`src/hw/rtl/pbcd_pkg.sv`:
```
// Package for the pointer barrier crossing detector.
// Holds table sizes, action and status codes, state enum and stored entry types.
// No dependencies.
package pbcd_pkg;

    localparam int MaxBarriers = 16;
    localparam int MaxSessions = 8;
    localparam int IdxW = $clog2(MaxBarriers);
    localparam int CntW = $clog2(MaxBarriers + 1);
    localparam int EntryW = 95;

    localparam logic [1:0] ActAdd = 2'd0;
    localparam logic [1:0] ActClear = 2'd1;
    localparam logic [1:0] ActMotion = 2'd2;

    localparam logic [1:0] StatDone = 2'd0;
    localparam logic [1:0] StatHit = 2'd1;
    localparam logic [1:0] StatFull = 2'd2;

    typedef struct packed {
        logic [2:0]  session;
        logic [31:0] id;
        logic [14:0] x1;
        logic [14:0] y1;
        logic [14:0] x2;
        logic [14:0] y2;
    } entry_t;

    typedef enum logic [3:0] {
        ST_IDLE,
        ST_RD,
        ST_RDWAIT,
        ST_CLR,
        ST_M0,
        ST_M1,
        ST_M2,
        ST_M3,
        ST_M4,
        ST_M5,
        ST_M6,
        ST_DECIDE,
        ST_DONE
    } state_t;

    // Operand selectors for the shared multiplier.
    typedef enum logic [2:0] {
        MS_S1X_S2Y,
        MS_S2X_S1Y,
        MS_S1X_DY,
        MS_S1Y_DX,
        MS_S2X_DY,
        MS_S2Y_DX
    } msel_t;

endpackage

```
`src/hw/rtl/pbcd_ram.sv`:
```
// Generic single-port-write, single-read RAM with registered read data.
// No dependencies.
module pbcd_ram #(
    parameter int Width = 8,
    parameter int Depth = 16
) (
    input  logic                     clk,
    input  logic                     we,
    input  logic [$clog2(Depth)-1:0] waddr,
    input  logic [Width-1:0]         wdata,
    input  logic [$clog2(Depth)-1:0] raddr,
    output logic [Width-1:0]         rdata
);

    logic [Width-1:0] mem [Depth];

    always_ff @(posedge clk)
    begin
        if (we)
        begin
            mem[waddr] <= wdata;
        end
        rdata <= mem[raddr];
    end

endmodule

```
`src/hw/rtl/pbcd_mul.sv`:
```
// Shared signed multiplier with registered product for the crossing test.
// No dependencies.
module pbcd_mul (
    input  logic               clk,
    input  logic signed [25:0] a,
    input  logic signed [25:0] b,
    output logic signed [51:0] prod_reg
);

    // Operands are 26 bits: one 26x26 multiply per cycle, then a register.
    always_ff @(posedge clk)
    begin
        prod_reg <= a * b;
    end

endmodule

```
`src/hw/rtl/pointer_barrier_crossing_detector.sv`:
```
// Pointer barrier crossing detector, top level: sequencer, barrier RAM, shared multiplier.
// Depends on pbcd_pkg, pbcd_ram and pbcd_mul.
// Add and ignored actions go straight to the finishing state; clear and motion scan the N stored
// barriers, a disabled one being skipped after its read, at a pace set by the one RAM read port
// and the single multiplier used six times per barrier.
// One word at a time, busy until the strobe; reset empties the table and the mask.
module pointer_barrier_crossing_detector (
    input  logic               clk,
    input  logic               rst_n,
    input  logic               psel,
    input  logic               penable,
    input  logic               pwrite,
    input  logic [0:0]         paddr,
    input  logic [31:0]        pwdata,
    output logic [31:0]        prdata,
    output logic               pready,
    input  logic               start,
    output logic               busy,
    input  logic [1:0]         action,
    input  logic [2:0]         session,
    input  logic [31:0]        barrier_id,
    input  logic [14:0]        barrier_x1,
    input  logic [14:0]        barrier_y1,
    input  logic [14:0]        barrier_x2,
    input  logic [14:0]        barrier_y2,
    input  logic signed [23:0] pos_x,
    input  logic signed [23:0] pos_y,
    input  logic signed [23:0] delta_x,
    input  logic signed [23:0] delta_y,
    output logic               done,
    output logic [1:0]         status,
    output logic [2:0]         hit_session,
    output logic [31:0]        hit_barrier,
    output logic [4:0]         barrier_count
);

    localparam int IW = pbcd_pkg::IdxW;
    localparam int CW = pbcd_pkg::CntW;

    // The only register is the session enable mask at address zero.
    logic [7:0] mask_reg;
    assign pready = 1'b1;
    assign prdata = {24'd0, mask_reg};

    always_ff @(posedge clk or negedge rst_n)
    begin
        if (!rst_n)
        begin
            mask_reg <= '0;
        end
        else if (psel && penable && pwrite && paddr == 1'b0)
        begin
            mask_reg <= pwdata[7:0];
        end
    end

    pbcd_pkg::state_t state_reg, state_next;
    logic [CW-1:0] count_reg, count_next;
    logic [CW-1:0] rd_reg, rd_next;       // read index during scans
    logic [CW-1:0] wr_reg, wr_next;       // compaction write index
    logic [1:0]    act_reg, act_next;
    logic [2:0]    sess_reg, sess_next;
    logic [1:0]    stat_reg, stat_next;
    logic [2:0]    hs_reg, hs_next;
    logic [31:0]   hb_reg, hb_next;
    logic          done_reg, done_next;

    // Motion segment, latched at start. Delta is s2 negated: s2 = -delta.
    logic signed [23:0] px_reg, py_reg, dlx_reg, dly_reg;
    logic signed [52:0] den_reg, den_next, ns_reg, ns_next, nt_reg, nt_next;
    logic signed [52:0] acc_reg, acc_next;

    pbcd_pkg::entry_t ent_reg, rdata, wdata;
    logic           we;
    logic [IW-1:0]  waddr, raddr;

    pbcd_ram #(.Width(pbcd_pkg::EntryW), .Depth(pbcd_pkg::MaxBarriers)) u_ram (
        .clk   (clk),
        .we    (we),
        .waddr (waddr),
        .wdata (wdata),
        .raddr (raddr),
        .rdata (rdata)
    );

    // Geometry of the current barrier, all in Q17.8.
    logic signed [25:0] s1x, s1y, dx, dy, s2x, s2y;
    assign s1x = $signed({3'd0, ent_reg.x2, 8'd0}) - $signed({3'd0, ent_reg.x1, 8'd0});
    assign s1y = $signed({3'd0, ent_reg.y2, 8'd0}) - $signed({3'd0, ent_reg.y1, 8'd0});
    assign dx  = $signed({3'd0, ent_reg.x1, 8'd0}) - 26'(px_reg);
    assign dy  = $signed({3'd0, ent_reg.y1, 8'd0}) - 26'(py_reg);
    assign s2x = -26'(dlx_reg);
    assign s2y = -26'(dly_reg);

    pbcd_pkg::msel_t msel;
    logic signed [25:0] ma, mb;
    logic signed [51:0] prod;

    always_comb
    begin
        unique case (msel)
            pbcd_pkg::MS_S1X_S2Y: begin ma = s1x; mb = s2y; end
            pbcd_pkg::MS_S2X_S1Y: begin ma = s2x; mb = s1y; end
            pbcd_pkg::MS_S1X_DY:  begin ma = s1x; mb = dy;  end
            pbcd_pkg::MS_S1Y_DX:  begin ma = s1y; mb = dx;  end
            pbcd_pkg::MS_S2X_DY:  begin ma = s2x; mb = dy;  end
            default:              begin ma = s2y; mb = dx;  end
        endcase
    end

    pbcd_mul u_mul (
        .clk      (clk),
        .a        (ma),
        .b        (mb),
        .prod_reg (prod)
    );

    logic signed [52:0] prod_x;
    assign prod_x = 53'(prod);

    function automatic logic in_unit(logic signed [52:0] num, logic signed [52:0] den);
        if (den > 0)
            return num >= 0 && num <= den;
        return num <= 0 && num >= den;
    endfunction

    logic enabled;
    assign enabled = (32'(ent_reg.session) < 32'(pbcd_pkg::MaxSessions))
                     && mask_reg[ent_reg.session];

    always_ff @(posedge clk or negedge rst_n)
    begin
        if (!rst_n)
        begin
            state_reg <= pbcd_pkg::ST_IDLE;
            count_reg <= '0;
            done_reg  <= 1'b0;
        end
        else
        begin
            state_reg <= state_next;
            count_reg <= count_next;
            done_reg  <= done_next;
        end
    end

    always_ff @(posedge clk)
    begin
        rd_reg   <= rd_next;
        wr_reg   <= wr_next;
        act_reg  <= act_next;
        sess_reg <= sess_next;
        stat_reg <= stat_next;
        hs_reg   <= hs_next;
        hb_reg   <= hb_next;
        den_reg  <= den_next;
        ns_reg   <= ns_next;
        nt_reg   <= nt_next;
        acc_reg  <= acc_next;
        if (state_reg == pbcd_pkg::ST_RDWAIT)
        begin
            ent_reg <= rdata;
        end
        if (state_reg == pbcd_pkg::ST_IDLE && start)
        begin
            px_reg  <= pos_x;
            py_reg  <= pos_y;
            dlx_reg <= delta_x;
            dly_reg <= delta_y;
        end
    end

    always_comb
    begin
        state_next = state_reg;
        count_next = count_reg;
        rd_next    = rd_reg;
        wr_next    = wr_reg;
        act_next   = act_reg;
        sess_next  = sess_reg;
        stat_next  = stat_reg;
        hs_next    = hs_reg;
        hb_next    = hb_reg;
        den_next   = den_reg;
        ns_next    = ns_reg;
        nt_next    = nt_reg;
        acc_next   = acc_reg;
        done_next  = 1'b0;
        we         = 1'b0;
        waddr      = count_reg[IW-1:0];
        wdata      = '{session: session, id: barrier_id, x1: barrier_x1,
                       y1: barrier_y1, x2: barrier_x2, y2: barrier_y2};
        raddr      = rd_reg[IW-1:0];
        msel       = pbcd_pkg::MS_S1X_S2Y;

        unique case (state_reg)
            pbcd_pkg::ST_IDLE:
            begin
                if (start)
                begin
                    act_next  = action;
                    sess_next = session;
                    stat_next = pbcd_pkg::StatDone;
                    hs_next   = '0;
                    hb_next   = '0;
                    rd_next   = '0;
                    wr_next   = '0;
                    unique case (action) inside
                        pbcd_pkg::ActAdd:
                        begin
                            if (32'(count_reg) >= 32'(pbcd_pkg::MaxBarriers))
                            begin
                                stat_next = pbcd_pkg::StatFull;
                            end
                            else
                            begin
                                we         = 1'b1;
                                count_next = count_reg + 1'b1;
                            end
                            state_next = pbcd_pkg::ST_DONE;
                        end
                        pbcd_pkg::ActClear, pbcd_pkg::ActMotion:
                            state_next = pbcd_pkg::ST_RD;
                        default:
                            state_next = pbcd_pkg::ST_DONE;
                    endcase
                end
            end
            pbcd_pkg::ST_RD:
            begin
                if (rd_reg >= count_reg)
                begin
                    if (act_reg == pbcd_pkg::ActClear)
                    begin
                        count_next = wr_reg;
                    end
                    state_next = pbcd_pkg::ST_DONE;
                end
                else
                begin
                    state_next = pbcd_pkg::ST_RDWAIT;
                end
            end
            pbcd_pkg::ST_RDWAIT:
                state_next = (act_reg == pbcd_pkg::ActClear) ? pbcd_pkg::ST_CLR
                                                               : pbcd_pkg::ST_M0;
            pbcd_pkg::ST_CLR:
            begin
                if (ent_reg.session != sess_reg)
                begin
                    we      = 1'b1;
                    waddr   = wr_reg[IW-1:0];
                    wdata   = ent_reg;
                    wr_next = wr_reg + 1'b1;
                end
                rd_next    = rd_reg + 1'b1;
                state_next = pbcd_pkg::ST_RD;
            end
            pbcd_pkg::ST_M0:
            begin
                if (!enabled)
                begin
                    rd_next    = rd_reg + 1'b1;
                    state_next = pbcd_pkg::ST_RD;
                end
                else
                begin
                    msel       = pbcd_pkg::MS_S1X_S2Y;
                    state_next = pbcd_pkg::ST_M1;
                end
            end
            pbcd_pkg::ST_M1:
            begin
                msel       = pbcd_pkg::MS_S2X_S1Y;
                acc_next   = prod_x;
                state_next = pbcd_pkg::ST_M2;
            end
            pbcd_pkg::ST_M2:
            begin
                msel       = pbcd_pkg::MS_S1X_DY;
                den_next   = acc_reg - prod_x;
                state_next = pbcd_pkg::ST_M3;
            end
            pbcd_pkg::ST_M3:
            begin
                msel       = pbcd_pkg::MS_S1Y_DX;
                acc_next   = prod_x;
                state_next = pbcd_pkg::ST_M4;
            end
            pbcd_pkg::ST_M4:
            begin
                msel       = pbcd_pkg::MS_S2X_DY;
                ns_next    = acc_reg - prod_x;
                state_next = pbcd_pkg::ST_M5;
            end
            pbcd_pkg::ST_M5:
            begin
                msel       = pbcd_pkg::MS_S2Y_DX;
                acc_next   = prod_x;
                state_next = pbcd_pkg::ST_M6;
            end
            pbcd_pkg::ST_M6:
            begin
                nt_next    = acc_reg - prod_x;
                state_next = pbcd_pkg::ST_DECIDE;
            end
            pbcd_pkg::ST_DECIDE:
            begin
                if (den_reg != 0 && in_unit(ns_reg, den_reg) && in_unit(nt_reg, den_reg))
                begin
                    stat_next  = pbcd_pkg::StatHit;
                    hs_next    = ent_reg.session;
                    hb_next    = ent_reg.id;
                    state_next = pbcd_pkg::ST_DONE;
                end
                else
                begin
                    rd_next    = rd_reg + 1'b1;
                    state_next = pbcd_pkg::ST_RD;
                end
            end
            pbcd_pkg::ST_DONE:
            begin
                done_next  = 1'b1;
                state_next = pbcd_pkg::ST_IDLE;
            end
            default:
                state_next = pbcd_pkg::ST_IDLE;
        endcase
    end

    // Result word registered and held until a new start; done is a registered strobe.
    assign busy          = (state_reg != pbcd_pkg::ST_IDLE);
    assign done          = done_reg;
    assign status        = stat_reg;
    assign hit_session   = hs_reg;
    assign hit_barrier   = hb_reg;
    assign barrier_count = 5'(count_reg);

    a_count_range: assert property (@(posedge clk) disable iff (!rst_n)
        32'(count_reg) <= 32'(pbcd_pkg::MaxBarriers))
        else $error("barrier count beyond table size");
    a_done_after_done_state: assert property (@(posedge clk) disable iff (!rst_n)
        done_reg |-> $past(state_reg) == pbcd_pkg::ST_DONE)
        else $error("strobe without finishing state");
    a_wr_behind_rd: assert property (@(posedge clk) disable iff (!rst_n)
        state_reg == pbcd_pkg::ST_CLR |-> wr_reg <= rd_reg)
        else $error("compaction write passed read");
    a_hit_fields: assert property (@(posedge clk) disable iff (!rst_n)
        done_reg && status != pbcd_pkg::StatHit |-> hit_barrier == 0 && hit_session == 0)
        else $error("hit fields set without hit");
endmodule
```
`config.mk`:
```
export PLATFORM = sky130hd
export DESIGN_NAME = pointer_barrier_crossing_detector
export DESIGN_NICKNAME = d
export VERILOG_FILES = /design/src/hw/rtl/pbcd_pkg.sv /design/src/hw/rtl/pbcd_ram.sv /design/src/hw/rtl/pbcd_mul.sv /design/src/hw/rtl/pointer_barrier_crossing_detector.sv
export SDC_FILE = /design/constraint.sdc
export NUM_CORES = 2
export LEC_CHECK = 0
export BUFFER_PORTS_ARGS = -buffer_cell sky130_fd_sc_hd__buf_4
export CAP_MARGIN = 20
export CORE_UTILIZATION = 55
export CTS_CLUSTER_SIZE = 20
export DETAILED_ROUTE_END_ITERATION = 8
export PLACE_DENSITY = 0.81
export SYNTH_ARGS = -nofsm -noshare
export SYNTH_HDL_FRONTEND = slang
export SYNTH_SLANG_ARGS = --single-unit
```
`constraint.sdc`:
```
create_clock -name clk -period 13.4 [get_ports clk]
set_clock_uncertainty 0.2 [all_clocks]
set_input_delay 0.67 -clock clk [delete_from_list [all_inputs] [get_ports clk]]
set_output_delay 0.67 -clock clk [all_outputs]
set_load 0.02 [all_outputs]
```
# --- Word level (Yosys, flattened, before mapping) ---
# Memory sizes are Yosys's and may differ from the RTL's. A register that Yosys moved wholly into a read port is not among the register bits.
# Index checks and enable logic that the tools add are counted.
word_totals:
  elab_cells: 164
  input_bits: 232
  ff_bits: 524
  mem_bits_rw: 1520
  out_inout_bits: 77
  memories: 1
memory_table:
  columns: ["name", "words", "word_bits", "rd", "rd_ports_with_merged_regs", "write_ports", "line_no", "source"]
  rows:
  - ["u_ram.mem", 16, 95, 1, 1, 1, "pbcd_ram.sv:15", "logic [Width-1:0] mem [Depth];"]
op_classes:
  n_lt_le_gt_ge: 12
  add_sub_neg: 10
  eq_ne: 29
  n_bitwise: 1
  mul: 1
  muxes: 55
  reduce_logical: 29
op_table:
  columns: ["operator", "n"]
  rows:
  - ["95-bit 2-to-1 mux", 2]
  - ["26-bit one-hot mux with 3 select lines", 2]
  - ["53-bit by 1-bit greater-or-equal comparator with 1-bit output, second input constant", 2]
  - ["53-bit greater-or-equal comparator", 2]
  - ["53-bit by 1-bit less-or-equal comparator with 1-bit output, second input constant", 2]
  - ["53-bit less-or-equal comparator", 2]
  - ["32-bit 2-to-1 mux", 2]
  - ["32-bit one-hot mux with 2 select lines", 1]
  - ["53-bit by 1-bit > comparator with 1-bit output, second input constant", 1]
  - ["53-bit nonzero test", 1]
  - ["52-bit by 52-bit subtractor with 53-bit output", 1]
  - ["26-bit by 26-bit multiplier with 52-bit output", 1]
  - ["24-bit negator with 26-bit output", 2]
  - ["24-bit by 24-bit subtractor with 25-bit output", 2]
  - ["4-bit one-hot mux with 12 select lines", 1]
  - ["23-bit by 23-bit subtractor with 24-bit output", 2]
  - ["5-bit 2-to-1 mux", 9]
  - ["4-bit 2-to-1 mux", 6]
  - ["4-bit equality test, second input constant", 5]
  - ["5-bit one-hot mux with 2 select lines", 2]
  - ["5-bit one-hot mux with 4 select lines", 1]
  - ["4-bit by 3-bit equality test with 1-bit output, second input constant", 4]
  - ["1-bit 2-to-1 mux", 16]
  - ["2-bit != test, second input constant", 8]
  - ["other kinds (33)", 60]

# --- Depth between registers and ports, before layout ---
depth:
  depth_word: 9
  mapped_depth: 38

# --- Hierarchy ---
# Synthesis repeated with hierarchy kept, for this count alone.
unflattened:
  cells_unflattened: 7635
  hier_area_um2: 111918.6
modules_own_cells:
  columns: ["module", "cells_per_inst", "seq_area_each_um2", "n_inst", "area_each_um2"]
  rows:
  - ["pbcd_ram", 2434, 47545.6, 1, 58696.3]
  - ["pointer_barrier_crossing_detector", 2446, 14083.5, 1, 27649.0]
  - ["pbcd_mul", 2755, 1041.0, 1, 25573.3]

# --- Worst setup path before layout ---
# OpenSTA, ideal clock, no wires.
synth_timing:
  path_kind: "register -> register"
  start: "register state_reg[3]"
  end: "register u_mul.prod_reg[50]"
  setup_slack_ps: 2750
  n_path_buf: 4
  stages_incl_launch_ff: 30
  arrival_time_ps: 10359
  period_less_slack_ps: 10650
  cell_sequence: "dfrtp_1 clkbuf_1 nand2b_1 clkbuf_1 nor2_1 nor2_1 nor3_1 a221o_1 clkbuf_1 clkbuf_1 nand2_1 fa_1 inv_1 fa_1 inv_1 fa_1 inv_1 fa_1 fa_1 fa_1 fa_1 ha_1 nand2_1 nor3_1 and3_1 o21ai_0 a21o_1 a31o_2 a41o_1 a311oi_1"
synth_between:
  elab_chain_cells: 6
  word_cells_on_any_way: 17
  cone_classes: "mul (1); eq/ne (9); mux (3); reduce/logical (4)"
synth_rtl:
  columns: ["element", "line_no", "source"]
  rows:
  - ["from (decl)", "pointer_barrier_crossing_detector.sv:57", "pbcd_pkg::state_t state_reg, state_next;"]
  - ["from (signal assigned)", "pointer_barrier_crossing_detector.sv:135", "state_reg <= pbcd_pkg::ST_IDLE;"]
  - ["from (signal assigned)", "pointer_barrier_crossing_detector.sv:141", "state_reg <= state_next;"]
  - ["4-bit equality test or 4-bit by 3-bit equality test with 1-bit output (tied branches)", "pointer_barrier_crossing_detector.sv:196", "unique case (state_reg)"]
  - ["3-bit one-hot mux with 5 select lines *", "pointer_barrier_crossing_detector.sv:196", null]
  - ["3-bit equality test, or another cell as far along", "pointer_barrier_crossing_detector.sv:101", "unique case (msel)"]
  - ["2-bit OR reduction (no source line)", null, null]
  - ["26-bit one-hot mux with 3 select lines", "pointer_barrier_crossing_detector.sv:101", null]
  - ["26-bit by 26-bit multiplier with 52-bit output *", "pbcd_mul.sv:13", "prod_reg <= a * b;"]
  - ["to (signal assigned)", "pbcd_mul.sv:13", null]
  - ["to (decl)", "pbcd_mul.sv:7", "output logic signed [51:0] prod_reg"]
# Every way passes the cells marked *; elsewhere a longest branch is shown, timed or not.
# A chain may end at the register's enable or synchronous reset.

# --- Worst setup path after layout ---
layout_timing:
  start: "register state_reg[2]"
  end: "register u_mul.prod_reg[50]"
# Same word-level chain as after synthesis.

==> impl_metrics.yaml <==
sta:
  layout_worst_path_cycle_share: 0.854
  tightest_slew_ns: 1.43
  rsz0062_at_grt: "false"
  finalHoldViolCount: 0
  slew_violations: 0
  max_freq_mhz: 87.4
  finalSetupTns_ns: 0
  slew_headroom: 0.0451
  min_period_ns: 11.44
  setup_violations: 0
  timing.hold.ws_ns: 0.123
clock_network:
  post_cts_resized: 0
  clockBufferDepth: 3
  hold_buffers: 112
  cts-root-buf: "clkbuf_16"
  cts_buffers: 203
  h-tree-depth: 4
  insertion_delay_ns: 0.92
  post_cts_buffers: 0
  cts.sinks: 2139
  clkTransAtPathRegs_ns: 0.07
  cts_tree: "yes"
cells_and_area:
  area_delta_synth_final_pct: 12.3
  drive_gt1_frac: 0.172
  final_area_um2: 125000
  largest_reg_flops: 1520
  fin_util: 0.623
  final_nets: 9057
synth:
  ys_warn_count: 0
  async_flop_share: 0.00842
  synth_cells: 7292
  ys_types: 84
  synth_area_leaders: "edfxtp_1 53%, fa_1 13%, mux4_2 9.7%"
  synth_top_area_cell: "edfxtp_1"
  yosysSeqAreaShare: 0.565
  avgSynthCellArea_um2: 15.2
  synth_edf_count: 1974
  synth_top_area_share: 0.534
  netlist_area_um2: 111000
  ys_seq_elements: 2139
  ys.flop_type: "edfxtp_1"
min_path:
  hold_path_class: "in2reg"
  hold_depth: 2
  hold_path_end: "u_ram.mem[13][69]"
  hp-start: "barrier_id[9]"
die:
  die_w_um: 451
  io_pins: 309
  std_cell_rows: 164
  dieHeight_um: 451
  core-area_um2: 200000
  dieArea_um2: 204000
  start_util: 0.555
setup_path:
  r2r_cells: 29
  worstReg2RegStart: "state_reg[2]"
  cp_data_required_time_ns: 13.98
  rrSetupSlack_ns: 1.96
  arrival_ns: 12.02
  setup.worst_path.class: "reg2reg"
  rr_endpoint: "u_mul.prod_reg[50]"
  worst_setup_path_end_kind: "register"
  slowest_stage: "nor2b_1"
  critPathMaxFanout: 16
  slowest_delay_ns: 0.91
  crit_path_frequent_cell: "fa_1"
  cp-start-kind: "register"
place:
  portBuffers: 259
  place_area_um2: 117000
  dp.final_hpwl_mm: 196
  globalplace.congestion: 1.01
global_route:
  grt_first_pass_wirelength_mm: 487
  antenna_found_initial: 30
  grt_pass1_vias: 72000
  grt_remaining_overflow: 0
  grt_max_degree: 160
  grt_usage: 0.333
drt:
  wl_per_cell_um: 31.8
  drt_wl_total_mm: 337
  drc: 4
  ant_nets: 0
  drt_iter0_drc: 9183
  via_count: 69100
  drt_first_pass_iters: 9
  via_per_inst: 6.53
run:
  maxCapViolations: 0
outcome:
  outcome: "finished, violations left"
  violations: "DRC"
## stage by stage
stage / worst slack (ns) / cells
floorplan: 2.75 / 7315
global placement: 2.50 / 10100
detailed placement: 2.20 / 10100
CTS: 2.22 / 10600
global route: 1.64 / 10600
finish: 1.96 / 10600
## how the worst max path moves through the flow
stage | from | to | slack, ns | depth (start not counted)
floorplan | state_reg[3] | u_mul.prod_reg[50] | 2.75 | 29
global placement | ent_reg[46] | u_mul.prod_reg[50] | 2.50 | 32
detailed placement | ent_reg[46] | u_mul.prod_reg[50] | 2.20 | 32
CTS | ent_reg[46] | u_mul.prod_reg[50] | 2.22 | 32
global route | ent_reg[46] | u_mul.prod_reg[50] | 1.64 | 32
finish | state_reg[2] | u_mul.prod_reg[50] | 1.96 | 29
## synth_stat cells (12+ instances only)
cell / instances
and2_1: 137
nor2_1: 279
o31ai_1: 16
buf_1: 41
or2_2: 14
xnor2_1: 135
dfxtp_1: 147
clkbuf_1: 216
or3_1: 14
edfxtp_1: 1974
o21a_1: 20
a21oi_1: 186
a211oi_1: 18
and3_1: 24
a22oi_1: 14
nand3_1: 67
a31oi_1: 32
o211ai_1: 14
xor2_1: 67
mux2_2: 106
o21ai_0: 110
mux4_2: 477
fa_1: 714
buf_4: 25
nand4_1: 42
nor3_1: 54
nand2_1: 594
nor2b_1: 32
dfrtp_1: 18
a21o_1: 85
ha_1: 377
nor4_1: 63
inv_1: 908
nand2b_1: 53
o22ai_1: 16
o21bai_1: 19
a2111oi_0: 12
## kinds of logic after synthesis
group	after synthesis	synth area share
and+or+nand+nor	1409	0.0591
xor gates and xnor gates	202	0.0159
adders and majority gates	1091	0.171
other	2	0.0000677
muxes	591	0.108
AOI/OAI and AO/OA	664	0.0394
buffers and inverters	1194	0.0413
DFF	2139	0.565
## final cells by class
class	count	area [um2]
sequential	2139	62700
fill	13500	75400
multi-input combinational	3982	44200
inverter	908	3410
timing repair buffer	500	4160
clock buffer	266	5530
clock inverter	118	1380
antenna	13	32.5
tap	2656	3320
## cell usage in the layout, fill, tap and decap left out, drive strengths merged, types with 85 or more instances in the layout
cell / netlist / layout
edfxtp: 1974 / 1974
inv: 908 / 915
fa: 714 / 714
nand2: 595 / 595
mux4: 477 / 477
buf: 70 / 387
ha: 377 / 377
nor2: 279 / 279
clkbuf: 216 / 267
a21oi: 186 / 186
dfxtp: 147 / 147
and2: 139 / 139
xnor2: 135 / 135
o21ai: 116 / 116
dlygate4sd3: 0 / 112
mux2: 106 / 106
clkinv: 0 / 88
a21o: 85 / 85
## worst max-delay path: cells and delay by family (launching register included)
family	cells	cell delay [ns]
adder cells (fa/ha/maj)	8	3.83
AO/OA/AOI/OAI	13	3.57
AND/OR/NAND/NOR	6	3.03
flip-flops	1	0.61
buffers and inverters	2	0.11
## layer usage
layer  up-vias  share of wire  routed length [um]  GRT usage
li1      27200              -                   -          -
met1     34800           0.32              107000      0.384
met2      5605           0.49              164000      0.546
met3      1440           0.11               37400     0.0797
met4        22          0.086               28900      0.242
met5         -        0.00042                 140          0
Power is left out: the tool's default activity adds up to more than one toggle a clock period on the data nets, which glitch-free logic cannot reach.
